<file path="config.mk">
export PLATFORM = sky130hd
export DESIGN_NAME = q2e_fifo
export DESIGN_NICKNAME = d
export VERILOG_FILES = /design/src/q2e_pkg.sv /design/src/q2e_fifo.sv
export VERILOG_INCLUDE_DIRS = /design/src /design/src/src
export SDC_FILE = /design/constraint.sdc
export NUM_CORES = 1
export LEC_CHECK = 0
export BUFFER_PORTS_ARGS = -buffer_cell sky130_fd_sc_hd__buf_4
export CORE_ASPECT_RATIO = 0.9
export CORE_MARGIN = 1
export CORE_UTILIZATION = 55
export CTS_CLUSTER_SIZE = 20
export DETAILED_ROUTE_END_ITERATION = 8
export PLACE_DENSITY = 0.83
export SYNTH_ARGS = -nofsm -noshare
export SYNTH_HDL_FRONTEND = slang
export SYNTH_SLANG_ARGS = --single-unit
</file>
<file path="constraint.sdc">
create_clock -name clk_i -period 29.4 [get_ports clk_i]
set_input_delay 2.94 -clock clk_i [delete_from_list [all_inputs] [get_ports clk_i]]
set_output_delay 2.94 -clock clk_i [all_outputs]
set_load 0.05 [all_outputs]
</file>
<file path="src/assert_macros.svh">
// Assertion macros shared by the quaternion-to-Euler RTL.
// Clock and reset are taken as clk_i and rst_ni of the including module.
`ifndef ASSERT_MACROS_SVH
`define ASSERT_MACROS_SVH
`ifndef NO_ASSERTIONS
`define Q2E_ASSERT(lbl, prop, msg) \
  lbl: assert property (@(posedge clk_i) disable iff (!rst_ni) prop) else $error(msg);
`define Q2E_ASSERT_ALWAYS(lbl, prop, msg) \
  lbl: assert property (@(posedge clk_i) prop) else $error(msg);
`else
`define Q2E_ASSERT(lbl, prop, msg)
`define Q2E_ASSERT_ALWAYS(lbl, prop, msg)
`endif
`endif

</file>
<file path="src/q2e_pkg.sv">
// Types, constants and the arctangent table of the quaternion-to-Euler block.
// No dependencies.
package q2e_pkg;

  localparam int VW      = 34;  // vector component width
  localparam int XW      = 36;  // CORDIC datapath width
  localparam int SW      = 32;  // arcsine argument width
  localparam int CW      = 31;  // square root width
  localparam int ATAN_LEN = 24;

  typedef struct packed {
    logic signed [VW-1:0] roll_y;
    logic signed [VW-1:0] roll_x;
    logic signed [VW-1:0] yaw_y;
    logic signed [VW-1:0] yaw_x;
    logic signed [SW-1:0] s;
    logic                 clamped;
  } vec_t;

  typedef struct packed {
    vec_t          v;
    logic [CW-1:0] c;
  } item_t;

  function automatic logic [31:0] atan_entry(input int k);
    logic [31:0] r;
    case (k)
      0:  r = 32'h20000000;
      1:  r = 32'h12E4051E;
      2:  r = 32'h09FB385B;
      3:  r = 32'h051111D4;
      4:  r = 32'h028B0D43;
      5:  r = 32'h0145D7E1;
      6:  r = 32'h00A2F61E;
      7:  r = 32'h00517C55;
      8:  r = 32'h0028BE53;
      9:  r = 32'h00145F2F;
      10: r = 32'h000A2F98;
      11: r = 32'h000517CC;
      12: r = 32'h00028BE6;
      13: r = 32'h000145F3;
      14: r = 32'h0000A2FA;
      15: r = 32'h0000517D;
      16: r = 32'h000028BE;
      17: r = 32'h0000145F;
      18: r = 32'h00000A30;
      19: r = 32'h00000518;
      20: r = 32'h0000028C;
      21: r = 32'h00000146;
      22: r = 32'h000000A3;
      23: r = 32'h00000051;
      default: r = 32'h0;
    endcase
    return r;
  endfunction

endpackage

</file>
<file path="src/q2e_fifo.sv">
// Two-entry queue between front and back pipelines.
// Depends on q2e_pkg and assert_macros.svh.
`include "assert_macros.svh"
module q2e_fifo (
  input  logic           clk_i,
  input  logic           rst_ni,
  input  logic           push_valid_i,
  output logic           push_ready_o,
  input  q2e_pkg::item_t push_item_i,
  output logic           pop_valid_o,
  input  logic           pop_ready_i,
  output q2e_pkg::item_t pop_item_o
);
  q2e_pkg::item_t mem_q [0:1];
  logic       wr_q, rd_q;
  logic [1:0] cnt_q;
  logic       push, pop;

  assign push_ready_o = (cnt_q != 2'd2);
  assign pop_valid_o  = (cnt_q != 2'd0);
  assign push = push_valid_i && push_ready_o;
  assign pop  = pop_valid_o && pop_ready_i;
  assign pop_item_o = mem_q[rd_q];

  always_ff @(posedge clk_i or negedge rst_ni) begin
    if (!rst_ni) begin
      wr_q  <= 1'b0;
      rd_q  <= 1'b0;
      cnt_q <= 2'd0;
    end else begin
      if (push) wr_q <= !wr_q;
      if (pop) rd_q <= !rd_q;
      cnt_q <= cnt_q + 2'(push) - 2'(pop);
    end
  end

  always_ff @(posedge clk_i) begin
    if (push) mem_q[wr_q] <= push_item_i;
  end

  `Q2E_ASSERT(a_cnt_max, cnt_q != 2'd3, "queue count overflow")
  `Q2E_ASSERT(a_ptr_cnt, (cnt_q == 2'd1) |-> (wr_q != rd_q), "queue pointers disagree")
  `Q2E_ASSERT(a_cnt_step, (push && !pop) |=> (cnt_q == $past(cnt_q) + 2'd1), "count step")

endmodule

</file>
# Word level (Yosys, flattened, before mapping)
# Memory sizes are Yosys's and may differ from the RTL's.
# Cells that the tools add are included.
# word_totals
reg_bits,4
latch_bits,0
mem_bits_rw,400
romBits,0
inputBits,204
out_inout_bits,202
word_cells,14
memories,1
# mem_list
memory,depth,width,read_ports,rd_clocked_by_memory_dff,wr,line_no,rtl
mem_q,2,200,1,0,1,q2e_fifo.sv:14,q2e_pkg::item_t mem_q [0:1];
# classes
add_sub_neg,2
multipliers,0
n_div,0
n_lt_le_gt_ge,0
n_eq_ne,1
shift,0
muxes,2
bitwise,0
n_reduce_logical,5
# ops
cell,n
2-bit by 1-bit adder with 2-bit output,1
1-bit logical AND,2
1-bit logical NOT,2
1-bit two-way mux,2
"2-bit != test, second input constant",1
2-bit nonzero test,1
2-bit by 1-bit subtractor with 2-bit output,1

# Depth between registers and ports, before layout
# Gate-level depths: netlist of the first run.
# depth
depth_word,4
mapped_depth,5
ltp_nobuf,5

# Least setup slack after synthesis of the first run
# Ideal clock, no wire load.
# synth_timing
path_type,input to register
from,input port push_valid_i
to,memory mem_q[0][0] in the netlist's numbering (enable)
arrival_time_ps,11324
t_required_ps,28636
setup_slack_ps,17311
path_stages,2
path_buffers,0
cell_sequence,nand2_1 > nor2_1
# synth_via
elab_chain_cells,3
# synth_rtl
item,line_no,rtl
start: declaration,q2e_fifo.sv:7,"input logic push_valid_i,"
1-bit logical AND,q2e_fifo.sv:21,assign push = push_valid_i && push_ready_o;
1-bit two-way mux,q2e_fifo.sv:38,if (push) mem_q[wr_q] <= push_item_i;
1-bit two-way mux (not written as such),q2e_fifo.sv:38,
end: declaration,q2e_fifo.sv:14,
# Every way passes these cells.

==> results by group, run 1 <==
Detailed routing
  – Total number of vias: 7595
  – Total Routed Length: 30900 um
  – First-pass detailed-route iteration total: 4
  – Drt first-iter violations: 496
  – Wirelength per Cell: 21.3 um
  – Vias/cell: 5.23
  – Remaining DRCs: 0
  – DRT antenna net count: 0

Layout
  – Number of nets at the end of the flow: 1281
  – Most frequent cells in the layout: 412 x sky130_fd_sc_hd__buf_4, 400 x sky130_fd_sc_hd__edfxtp_1, 200 x sky130_fd_sc_hd__mux2_2, 41 x sky130_fd_sc_hd__clkbuf_16, 14 x sky130_fd_sc_hd__clkinv_1
  – Antenna diode count: 0
  – Core Util, Final: 0.732
  – P&R area growth vs syn: 30.2%
  – Most frequent standard cell in the layout excluding fill and tap cells: sky130_fd_sc_hd__buf_4
  – Fraction of layout instances using a drive strength above 1: 0.603
  – Final-layout fill cell count: 1514

Clock network
  – Cts bufs inserted: 40
  – Hold Buf Count CTS: 0
  – Maximum clock insertion buffer count: 3
  – Count of H-tree levels built during CTS: 2
  – Post-CTS sizing: 0
  – Post-CTS setup repair buffer count: 0
  – Clock latency of the later-clocked register in the worst-skew pair: 0.51 ns
  – Clock tree root buffer cell: sky130_fd_sc_hd__clkbuf_16
  – CTS tree: built
  – Clock slew seen by the registers of the worst setup and hold paths: 0.06 ns
  – Sinks on Clock Net: 404

Yosys
  – Top cell type's share of synthesized area: 0.816
  – Count of warnings emitted by yosys: 0
  – Part of the Yosys area used for sequential elements: 0.822
  – Gate count after technology mapping: 644
  – Library cell with the largest summed area after synthesis: sky130_fd_sc_hd__edfxtp_1
  – Netlist area before placement: 14700 um^2
  – Cells taking the most area after synthesis: sky130_fd_sc_hd__edfxtp_1 82%, sky130_fd_sc_hd__mux2_2 15%, sky130_fd_sc_hd__buf_6 1.6%, sky130_fd_sc_hd__dfrtp_1 0.68%, sky130_fd_sc_hd__xnor2_1 0.18%
  – Net count after synthesis: 849
  – Average footprint of a synthesized cell: 22.9 um^2
  – Synth Register Bits: 404
  – Number of distinct library cell variants in the gate-level netlist after synthesis: 18

Place
  – Half-perimeter wire length of the detailed placement result: 20500 um
  – Routability-driven placement congestion ratio: 0.836
  – IO buf count: 405

Power and ir drop
  – Leakage power summed over all cells: 7.14 nW
  – PwrDens: 118 nW/um^2
  – Maximum VDD drop: 0.0929 mV

GRT
  – GRT Overall Usage: 0.216
  – Initial antenna violation count: 0
  – First-pass GRT wire length: 44100 um
  – GR Overflow Total: 0
  – Maximum number of pins on one net before global-route repair: 87
  – Number of global-route vias before repair: 7932

STA
  – Setup TNS: 0 ns
  – Achievable Freq: 168 MHz
  – Count of pins over their slew limit: 0
  – Final-report setup violation count: 0
  – Setup repair after global routing missed its margin: false
  – Worst max-slew margin expressed relative to the limit: 0.286
  – Count of endpoints failing hold in the final timing report: 0
  – Fin crit period: 5.94 ns
  – Worst clock skew: 0.00626 ns
  – Measured slew at the worst slew-check pin: 1.07 ns
  – Final clock period utilization by the worst path: 0.202

Min path
  – Worst hold-check path type: reg2reg

Die
  – Standard cell core area: 26200 um^2
  – Horiz. Die Dim: 174 um
  – Starting Density: 0.562
  – Row Count: 56
  – Die extent in y: 157 um
  – Die area: 27400 um^2
  – Number of I/O pins: 406

Critical path
  – CP Launch Type: flop
  – Crit. End Element: primary output
  – CP max FO: 86
  – Endpoint arrival time on the critical path: 3.00 ns
  – R2r setup slk: 26.62 ns
  – Critical path class: reg2out
  – Worst Path Required: 26.46 ns

Run status
  – Result of the run: complete, no violations

Flow run
  – Max-cap viol count: 0
==> stage by stage <==
step	hold slack (ns)	worst slack (ns)	total power [mW]	instances	instance area, um^2
floorplan	0.460	17.31	1.59	644	14700
global placement	0.535	24.02	1.82	1382	18000
detailed placement	0.544	23.99	1.83	1382	18000
CTS	0.556	23.44	2.28	1451	19200
global route	0.577	23.31	2.34	1451	19200
finish	0.552	23.46	2.26	1451	19200
==> power by group <==
part / total (mW) / switching [mW] / internal (mW)
Sequential: 0.834 / 0.0445 / 0.790
Clock: 0.446 / 0.193 / 0.253
Combinational: 0.985 / 0.673 / 0.312
Total: 2.26 / 0.910 / 1.36
==> sequential cells by signal, summed over array words and instances (netlist names) <==
| name | count |
|---|---|
| rd_q | 1 |
| mem_q | 400 |
| cnt_q | 2 |
| wr_q | 1 |
==> worst max-delay path, cell delays in order (launching register included) <==
cell and delay (ns):
sky130_fd_sc_hd__dfrtp_4 0.87, sky130_fd_sc_hd__buf_4 0.86, sky130_fd_sc_hd__mux2_2 0.44, sky130_fd_sc_hd__buf_4 0.19
==> metal layers <==
layer  global-route usage  part of all wire  up-vias
li1                     -                 -     3445
met1                0.239              0.34     3676
met3               0.0780              0.10       86
met5                    0                 0        -
met4                0.100             0.043        0
met2                0.376              0.51      388
==> cells by family after synthesis <==
logic type,after synthesis,share of synthesized area
buffers and inverters,22,0.0164
adder cells (fa/ha/maj),1,0.000849
XOR/XNOR,3,0.00178
multiplexers,200,0.153
flip-flops,404,0.822
AND/OR/NAND/NOR,11,0.00408
AO/OA/AOI/OAI,3,0.00161
==> layout make-up <==
| class | instances | area [um^2] | share of cell area |
|---|---|---|---|
| Clock inverter | 21 | 91.3 | 0.00476 |
| Clock buffer | 48 | 1050 | 0.0549 |
| Timing Repair Buffer | 412 | 3090 | 0.161 |
| Multi-Input combinational cell | 218 | 2390 | 0.124 |
| Tap cell | 348 | 435 | 0.0227 |
| Sequential cell | 404 | 12100 | 0.632 |
==> final timing paths <==
| check | startpoint | endpoint | cells after the start |
|---|---|---|---|
| hold / removal | wr_q$_DFFE_PN0P_ | wr_q$_DFFE_PN0P_ | 1 |
| max in group asynchronous | rst_ni | rd_q$_DFFE_PN0P_ | 1 |
| hold reg to reg | wr_q$_DFFE_PN0P_ | wr_q$_DFFE_PN0P_ | 1 |
| min in group asynchronous | rst_ni | rd_q$_DFFE_PN0P_ | 1 |
| setup / recovery | rd_q$_DFFE_PN0P_ | pop_item_o[79] | 3 |
| setup reg to reg | cnt_q[0]$_DFF_PN0_ | mem_q[0][156]$_DFFE_PP_ | 5 |
==> Yosys cell counts, drive strengths merged <==
library cell  instances
a311oi                1
and3                  1
buf                  22
dfrtp                 4
edfxtp              400
ha                    1
mux2                200
nand2                 2
nand2b                1
nand3                 1
nor2                  3
nor2b                 1
nor4bb                1
o21ai                 1
o21ba                 1
or2                   1
xnor2                 3
Power figures use the tool's default switching activity.
==> run 2, diff against run 1 <==
--- a/config.mk
+++ b/config.mk
@@ -9,10 +9,10 @@
 export BUFFER_PORTS_ARGS = -buffer_cell sky130_fd_sc_hd__buf_4
 export CORE_ASPECT_RATIO = 0.9
 export CORE_MARGIN = 1
-export CORE_UTILIZATION = 55
+export CORE_UTILIZATION = 52
 export CTS_CLUSTER_SIZE = 20
 export DETAILED_ROUTE_END_ITERATION = 8
-export PLACE_DENSITY = 0.83
+export PLACE_DENSITY = 0.79
 export SYNTH_ARGS = -nofsm -noshare
 export SYNTH_HDL_FRONTEND = slang
 export SYNTH_SLANG_ARGS = --single-unit
==> constraint.sdc (replaced) <==
create_clock -name clk_i -period 5.6 [get_ports clk_i]
set_input_delay 0.56 -clock clk_i [delete_from_list [all_inputs] [get_ports clk_i]]
set_output_delay 0.56 -clock clk_i [all_outputs]
set_load 0.05 [all_outputs]
==> run 2 against run 1 <==
The flow now finishes with violations (DRC). Sequential share of layout area is 0.54 points lower. Register-to-register slack worse by 24 ns. Clock skew is 0.0089 ns higher. Cell count is 1.2% higher. Hold slack worse by 0.33 ns. Clock-buffer cell count is 4 higher. Core utilization is 3.8 points lower. Total power grew to 5.3 times the previous value. Wire length is 2.0% lower. Die area is 5.7% higher. Largest cell class unchanged. Largest power group unchanged. Highest routed layer unchanged.
==> results by group, run 2 (same netlist as run 1, synthesis figures left out) <==
Layout
  – Most frequent cells in the layout: 409 x sky130_fd_sc_hd__buf_4, 400 x sky130_fd_sc_hd__edfxtp_1, 200 x sky130_fd_sc_hd__mux2_2, 41 x sky130_fd_sc_hd__clkbuf_16, 9 x sky130_fd_sc_hd__clkinv_1
  – Largest registers: mem_q: 400 flops, cnt_q: 2 flops
  – Fraction of layout instances using a drive strength above 1: 0.607 (+0.00379)
  – P&R area growth vs syn: 31.3%
  – Most frequent standard cell in the layout excluding fill and tap cells: sky130_fd_sc_hd__buf_4
  – Register ranked first by flip-flop count: mem_q
  – Flip-flop count of the largest register after layout: 400 (unchanged)
  – Number of nets at the end of the flow: 1282 (+0.078%)

Critical path
  – Slowest cell delay on critical path: 0.86 ns (about the same)
  – Crit. End Element: primary output
  – Library cell appearing most often on the critical path: sky130_fd_sc_hd__buf_4
  – Endpoint arrival time on the critical path: 2.68 ns (-0.32 ns)
  – Critical path class: reg2out
  – Critical-path cell list: buf_4, mux2_2, buf_4
  – Cell with the largest stage delay on the worst path: sky130_fd_sc_hd__dfrtp_4
  – CP Launch Type: flop
  – Worst Path Required: 5.04 ns (-21.42 ns)
  – CP max FO: 50 (-42%)

Die
  – Number of I/O pins: 406 (unchanged)
  – Horiz. Die Dim: 179 um (+2.8%)
  – Starting Density: 0.529 (-0.0335)
  – Die area: 29000 um^2 (+5.7%)
  – Standard cell core area: 27900 um^2 (+6.3%)
  – Row Count: 58 (+3.6%)
  – Die extent in y: 162 um (+2.8%)

GRT
  – GR Overflow Total: 0 (unchanged)
  – First-pass GRT wire length: 43300 um (-1.7%)
  – GRT Overall Usage: 0.202 (-0.0144)
  – Initial antenna violation count: 2 (+2)
  – Number of global-route vias before repair: 7929 (-0.038%)
  – Maximum number of pins on one net before global-route repair: 115 (+32%)

STA
  – Worst clock skew: 0.0152 ns (+0.00891 ns)
  – Min setup slack post-route: 2.36 ns (-21.11 ns)
  – Worst max-slew margin expressed relative to the limit: 0.304 (+0.0178)
  – Fin crit period: 3.24 ns
  – Final clock period utilization by the worst path: 0.579
  – Setup TNS: 0 ns (unchanged)
  – Smallest hold slack: 0.219 ns (-0.334 ns)
  – Count of pins over their slew limit: 0 (unchanged)
  – Setup repair after global routing missed its margin: false
  – Count of endpoints failing hold in the final timing report: 0 (unchanged)
  – Achievable Freq: 308 MHz
  – Final-report setup violation count: 0 (unchanged)
  – Measured slew at the worst slew-check pin: 1.04 ns (-0.0268 ns)

Clock network
  – Clock tree root buffer cell: sky130_fd_sc_hd__clkbuf_16
  – Sinks on Clock Net: 404 (unchanged)
  – Clock latency of the later-clocked register in the worst-skew pair: 0.52 ns (about the same)
  – Maximum clock insertion buffer count: 3 (unchanged)
  – CTS tree: built
  – Count of H-tree levels built during CTS: 2 (unchanged)
  – Cts bufs inserted: 40 (unchanged)
  – Post-CTS sizing: 0 (unchanged)
  – Clock slew seen by the registers of the worst setup and hold paths: 0.06 ns (about the same)
  – Post-CTS setup repair buffer count: 0 (unchanged)

Detailed routing
  – Remaining DRCs: 54 (+54)
  – Vias/cell: 5.14 (-1.8%)
  – Total number of vias: 7548 (-0.62%)
  – Drt first-iter violations: 465 (-6.3%)
  – DRT antenna net count: 0 (unchanged)
  – Wirelength per Cell: 20.7 um (-3.1%)
  – First-pass detailed-route iteration total: 6 (+2)
  – Total Routed Length: 30300 um (-2.0%)

Place
  – Routability-driven placement congestion ratio: 0.766 (-8.3%)
  – Post-placement setup slack: 2.89 ns (-21.09 ns)
  – IO buf count: 405 (unchanged)
  – Half-perimeter wire length of the detailed placement result: 20500 um (-0.16%)

Power and ir drop
  – Leakage power summed over all cells: 7.21 nW (+0.89%)
  – Maximum VDD drop: 0.527 mV (+470%)
  – PwrDens: 624 nW/um^2 (+430%)

Flow run
  – Max-cap viol count: 0 (unchanged)

Run status
  – Failing checks: DRC
  – Result of the run: finished, violations left

Min path
  – Worst hold-check path type: in2reg
==> run 2: cell types whose count changed in the layout (fill, tap and decap cells not counted), sizes merged <==
| cell | previous run | this run |
|---|---|---|
| diode | 0 | 2 |
| bufinv | 0 | 2 |
| clkbuf | 48 | 52 |
| inv | 1 | 2 |
| dlygate4sd3 | 0 | 1 |
| clkinv | 20 | 15 |
==> run 2: per-layer routing <==
| metal | vias to the layer above | part of all wire | GRT usage |
|---|---|---|---|
| met1 | 3680 | 0.36 | 0.231 |
| li1 | 3440 | - | - |
| met4 | 0 | 0.037 | 0.0917 |
| met5 | - | 0 | 0 |
| met3 | 77 | 0.11 | 0.0787 |
| met2 | 351 | 0.49 | 0.335 |
==> run 2: power breakdown <==
group | switching (mW) | internal, mW | total [mW]
sequential | 0.224 | 4.14 | 4.36
clock | 1.05 | 1.47 | 2.52
combinational | 3.53 | 1.66 | 5.18
==> run 2: final cells by class <==
type                            count  area, um^2
Sequential cell                   404       12100
Fill cell                        1779        8530
Timing Repair Buffer              413        3140
Multi-Input combinational cell    218        2390
Clock buffer                       52        1100
Tap cell                          360         450
Clock inverter                     19         145
Antenna cell                        2        5.00
==> run 2: timing repair <==
item,in CTS,in global routing
hold buffers,1,0
setup endpoints to repair,0,0
endpoints found under the hold margin,4,0
==> run 2: through the flow <==
stage                     power, mW  area, um^2  utilization  instances
after floorplan                8.25       14700            -        644
after CTS                      12.2       19300        0.694       1466
after global placement         9.56       18100        0.649       1394
final                          12.1       19300        0.694       1468
after global routing           12.5       19300        0.694       1468
after detailed placement       9.62       18100        0.649       1394
==> run 2: worst max-delay path, delay by kind of cell (launching register included) <==
kind	cells	cell delay, ns
flops	1	0.86
buf+inv	2	0.81
mux	1	0.42
==> run 2: worst paths after layout <==
path	start	endpoint	slack, ns	cells after the start
setup / recovery	rd_q$_DFFE_PN0P_	pop_item_o[120]	2.36	3
hold / removal	push_item_i[94]	mem_q[1][94]$_DFFE_PP_	0.22	1
setup reg to reg	cnt_q[0]$_DFF_PN0_	mem_q[1][6]$_DFFE_PP_	3.09	3
hold reg to reg	wr_q$_DFFE_PN0P_	wr_q$_DFFE_PN0P_	0.55	1
max in group asynchronous	rst_ni	rd_q$_DFFE_PN0P_	5.07	2
min in group asynchronous	rst_ni	wr_q$_DFFE_PN0P_	0.40	2
==> run 3, diff against run 2 <==
--- a/config.mk
+++ b/config.mk
@@ -9,10 +9,10 @@
 export BUFFER_PORTS_ARGS = -buffer_cell sky130_fd_sc_hd__buf_4
 export CORE_ASPECT_RATIO = 0.9
 export CORE_MARGIN = 1
-export CORE_UTILIZATION = 52
+export CORE_UTILIZATION = 47
 export CTS_CLUSTER_SIZE = 20
 export DETAILED_ROUTE_END_ITERATION = 8
-export PLACE_DENSITY = 0.79
+export PLACE_DENSITY = 0.76
 export SYNTH_ARGS = -nofsm -noshare
 export SYNTH_HDL_FRONTEND = slang
 export SYNTH_SLANG_ARGS = --single-unit
==> constraint.sdc (replaced) <==
create_clock -name clk_i -period 2.7 [get_ports clk_i]
set_input_delay 0.27 -clock clk_i [delete_from_list [all_inputs] [get_ports clk_i]]
set_output_delay 0.27 -clock clk_i [all_outputs]
set_load 0.05 [all_outputs]
==> run 3 against run 2 <==
The run now ends clean. Sequential cell count stayed put. Cell count up 18%. Wire length increased by 19%. Total power rose by 110%. Die area increased by 11%. Critical endpoint is now pop_item_o[155]. Highest routed layer unchanged. Critical path type unchanged.
==> results by group, run 3 (same netlist as run 1, synthesis figures left out) <==
GRT
  – First-pass GRT wire length: 53300 um (+23%)
  – Number of global-route vias before repair: 9376 (+18%)
  – GR Overflow Total: 0 (unchanged)
  – Initial antenna violation count: 3 (+1)
  – Maximum number of pins on one net before global-route repair: 66 (-43%)
  – GRT Overall Usage: 0.219 (+0.0175)

Place
  – Routability-driven placement congestion ratio: 0.786 (+2.6%)
  – Total placed cells including tap cells: 1457 (+4.5%)
  – Half-perimeter wire length of the detailed placement result: 21300 um (+4.3%)
  – IO buf count: 405 (unchanged)
  – Post-placement setup slack: 0.742 ns (-2.15 ns)

Critical path
  – R2r setup slk: 0.77 ns (-2.32 ns)
  – Critical path class: reg2out
  – CP Launch Type: flop
  – Endpoint arrival time on the critical path: 2.20 ns (-0.48 ns)
  – Crit-path leading delay family: buffers and inverters
  – CP max FO: 27 (-46%)
  – Cell with the largest stage delay on the worst path: sky130_fd_sc_hd__dfrtp_4
  – Crit. End Element: primary output
  – Library cell appearing most often on the critical path: sky130_fd_sc_hd__buf_4
  – Critical-path cell list: buf_12, buf_4, mux2_2, buf_4
  – Slowest cell delay on critical path: 0.63 ns (-0.23 ns)
  – Worst Path Required: 2.43 ns (-2.61 ns)
  – WP buf/inv: 3 (+1)

Power and ir drop
  – Net switching fraction of the power: 0.401 (+0.00288)
  – PwrDens: 1200 nW/um^2 (+92%)
  – Maximum VDD drop: 0.894 mV (+70%)
  – Leakage power summed over all cells: 8.16 nW (+13%)
  – Clock power share: 0.205 (-0.004)
  – Cell-internal power: 15.5 mW (+110%)
  – Combinational power share: 0.448 (+0.018)
  – Sequential power share: 0.347 (-0.014)
  – NetSw: 10.4 mW (+120%)

STA
  – Fin crit period: 2.47 ns
  – Worst clock skew: 0.0169 ns (+0.00170 ns)
  – Achievable Freq: 404 MHz
  – Count of endpoints failing hold in the final timing report: 0 (unchanged)
  – Final clock period utilization by the worst path: 0.916
  – Final-report setup violation count: 0 (unchanged)
  – Measured slew at the worst slew-check pin: 0.608 ns (-0.437 ns)
  – Worst max-slew margin expressed relative to the limit: 0.595 (+0.291)
  – Count of pins over their slew limit: 0 (unchanged)
  – Min setup slack post-route: 0.226 ns (-2.13 ns)
  – Setup repair after global routing missed its margin: false

Clock network
  – Maximum clock insertion buffer count: 3 (unchanged)
  – Sinks on Clock Net: 404 (unchanged)
  – Clock slew seen by the registers of the worst setup and hold paths: 0.06 ns (about the same)
  – CTS tree: built
  – Post-CTS sizing: 0 (unchanged)
  – Clock latency of the later-clocked register in the worst-skew pair: 0.52 ns (about the same)
  – Cts bufs inserted: 42 (+5.0%)
  – Clock tree root buffer cell: sky130_fd_sc_hd__clkbuf_16
  – Hold Buf Count CTS: 201 (+200)
  – Count of H-tree levels built during CTS: 2 (unchanged)
  – Post-CTS setup repair buffer count: 0 (unchanged)

Layout
  – Most frequent cells in the layout: 414 x sky130_fd_sc_hd__buf_4, 400 x sky130_fd_sc_hd__edfxtp_1, 201 x sky130_fd_sc_hd__dlygate4sd3_1, 200 x sky130_fd_sc_hd__mux2_2, 42 x sky130_fd_sc_hd__clkbuf_16
  – Largest registers: mem_q: 400 flops, cnt_q: 2 flops
  – Fraction of layout instances using a drive strength above 1: 0.519 (-0.0874)
  – Post-layout instance count excluding filler cells: 1733 (+18%)
  – Storage cell area: 12100 um^2 (unchanged)
  – P&R area growth vs syn: 47.0%
  – Final-layout fill cell count: 1806 (+1.5%)
  – Flip-flop count of the largest register after layout: 400 (unchanged)
  – Most frequent standard cell in the layout excluding fill and tap cells: sky130_fd_sc_hd__buf_4
  – Multi-input logic area: 2400 um^2 (+0.63%)
  – Number of nets at the end of the flow: 1498 (+17%)
  – Register ranked first by flip-flop count: mem_q

Die
  – Starting Density: 0.478 (-0.0509)
  – Die area: 32000 um^2 (+11%)
  – Standard cell core area: 30800 um^2 (+11%)
  – Number of I/O pins: 406 (unchanged)
  – Horiz. Die Dim: 189 um (+5.1%)
  – Row Count: 61 (+5.2%)
  – Die extent in y: 170 um (+5.1%)

Flow run
  – Max-cap viol count: 0 (unchanged)

Detailed routing
  – First-pass detailed-route iteration total: 4 (-2)
  – Vias/cell: 4.97 (-3.3%)
  – Drt first-iter violations: 449 (-3.4%)
  – DRT antenna net count: 0 (unchanged)
  – Total Routed Length: 36000 um (+19%)
  – Remaining DRCs: 0 (-100%)
  – Wirelength per Cell: 20.7 um (+0.40%)
  – Total number of vias: 8615 (+14%)

Run status
  – Result of the run: complete, no violations

Min path
  – Worst hold-check path type: in2reg
==> run 3: cell count changes in the layout (fill, tap and decap cells not counted), moves of 3 or more <==
| cell | delta |
|---|---|
| sky130_fd_sc_hd__clkbuf_1 | +3 |
| sky130_fd_sc_hd__buf_12 | +9 |
| sky130_fd_sc_hd__dlygate4sd3_1 | +200 |
| sky130_fd_sc_hd__buf_4 | +5 |
| sky130_fd_sc_hd__clkbuf_8 | -3 |
==> run 3: final cells by class <==
class,instances,share of cell area
Antenna cell,3,0.000347
Sequential cell,404,0.560
Multi-Input combinational cell,218,0.111
Timing Repair Buffer,627,0.248
Tap cell,409,0.0236
Clock buffer,53,0.0505
Clock inverter,19,0.00746
==> run 3: metal layers <==
layer	vias to the layer above	wire, um	track usage	share of wire
met5	-	0	0	0
met4	0	1090	0.0761	0.030
met3	74	3010	0.0687	0.084
met2	383	18600	0.391	0.52
met1	4277	13300	0.249	0.37
li1	3881	-	-	-
==> run 3: worst min-delay path, cell delays in order <==
cell                      delay [ns]
sky130_fd_sc_hd__buf_4          0.13
sky130_fd_sc_hd__nand2_1        0.07
sky130_fd_sc_hd__xnor2_1        0.06
==> run 3: power groups by stage <==
| stage | registers, mW | logic [mW] | clock network [mW] |
|---|---|---|---|
| 4_1_cts | 8.97 | 11.6 | 5.38 |
| 2_1_floorplan | 9.04 | 8.10 | 0 |
| 6_report | 9.00 | 11.6 | 5.30 |
| 5_1_grt | 9.11 | 12.0 | 5.64 |
| 3_3_place_gp | 9.00 | 11.2 | 0 |
| 3_5_place_dp | 9.09 | 11.3 | 0 |
==> run 3: final timing paths <==
path,endpoint,cells past startpoint,from
max,pop_item_o[155],4,rd_q$_DFFE_PN0P_
min,rd_q$_DFFE_PN0P_,3,pop_ready_i
min reg2reg,wr_q$_DFFE_PN0P_,1,wr_q$_DFFE_PN0P_
max in group asynchronous,rd_q$_DFFE_PN0P_,2,rst_ni
min in group asynchronous,cnt_q[1]$_DFF_PN0_,2,rst_ni
max reg2reg,mem_q[1][151]$_DFFE_PP_,3,cnt_q[0]$_DFF_PN0_
==> run 3: metrics by stage <==
stage / setup TNS (ns) / utilization / hold WS (ns) / instance area (um^2) / total power, mW
2_1_floorplan: -460.98 / - / -0.0256 / 14800 / 17.1
3_3_place_gp: 0 / 0.596 / 0.0700 / 18400 / 20.2
3_5_place_dp: 0 / 0.596 / 0.0716 / 18400 / 20.4
4_1_cts: 0 / 0.702 / 0.0316 / 21600 / 25.9
5_1_grt: 0 / 0.702 / 0.0516 / 21600 / 26.8
6_report: 0 / 0.702 / 0.0477 / 21600 / 25.9
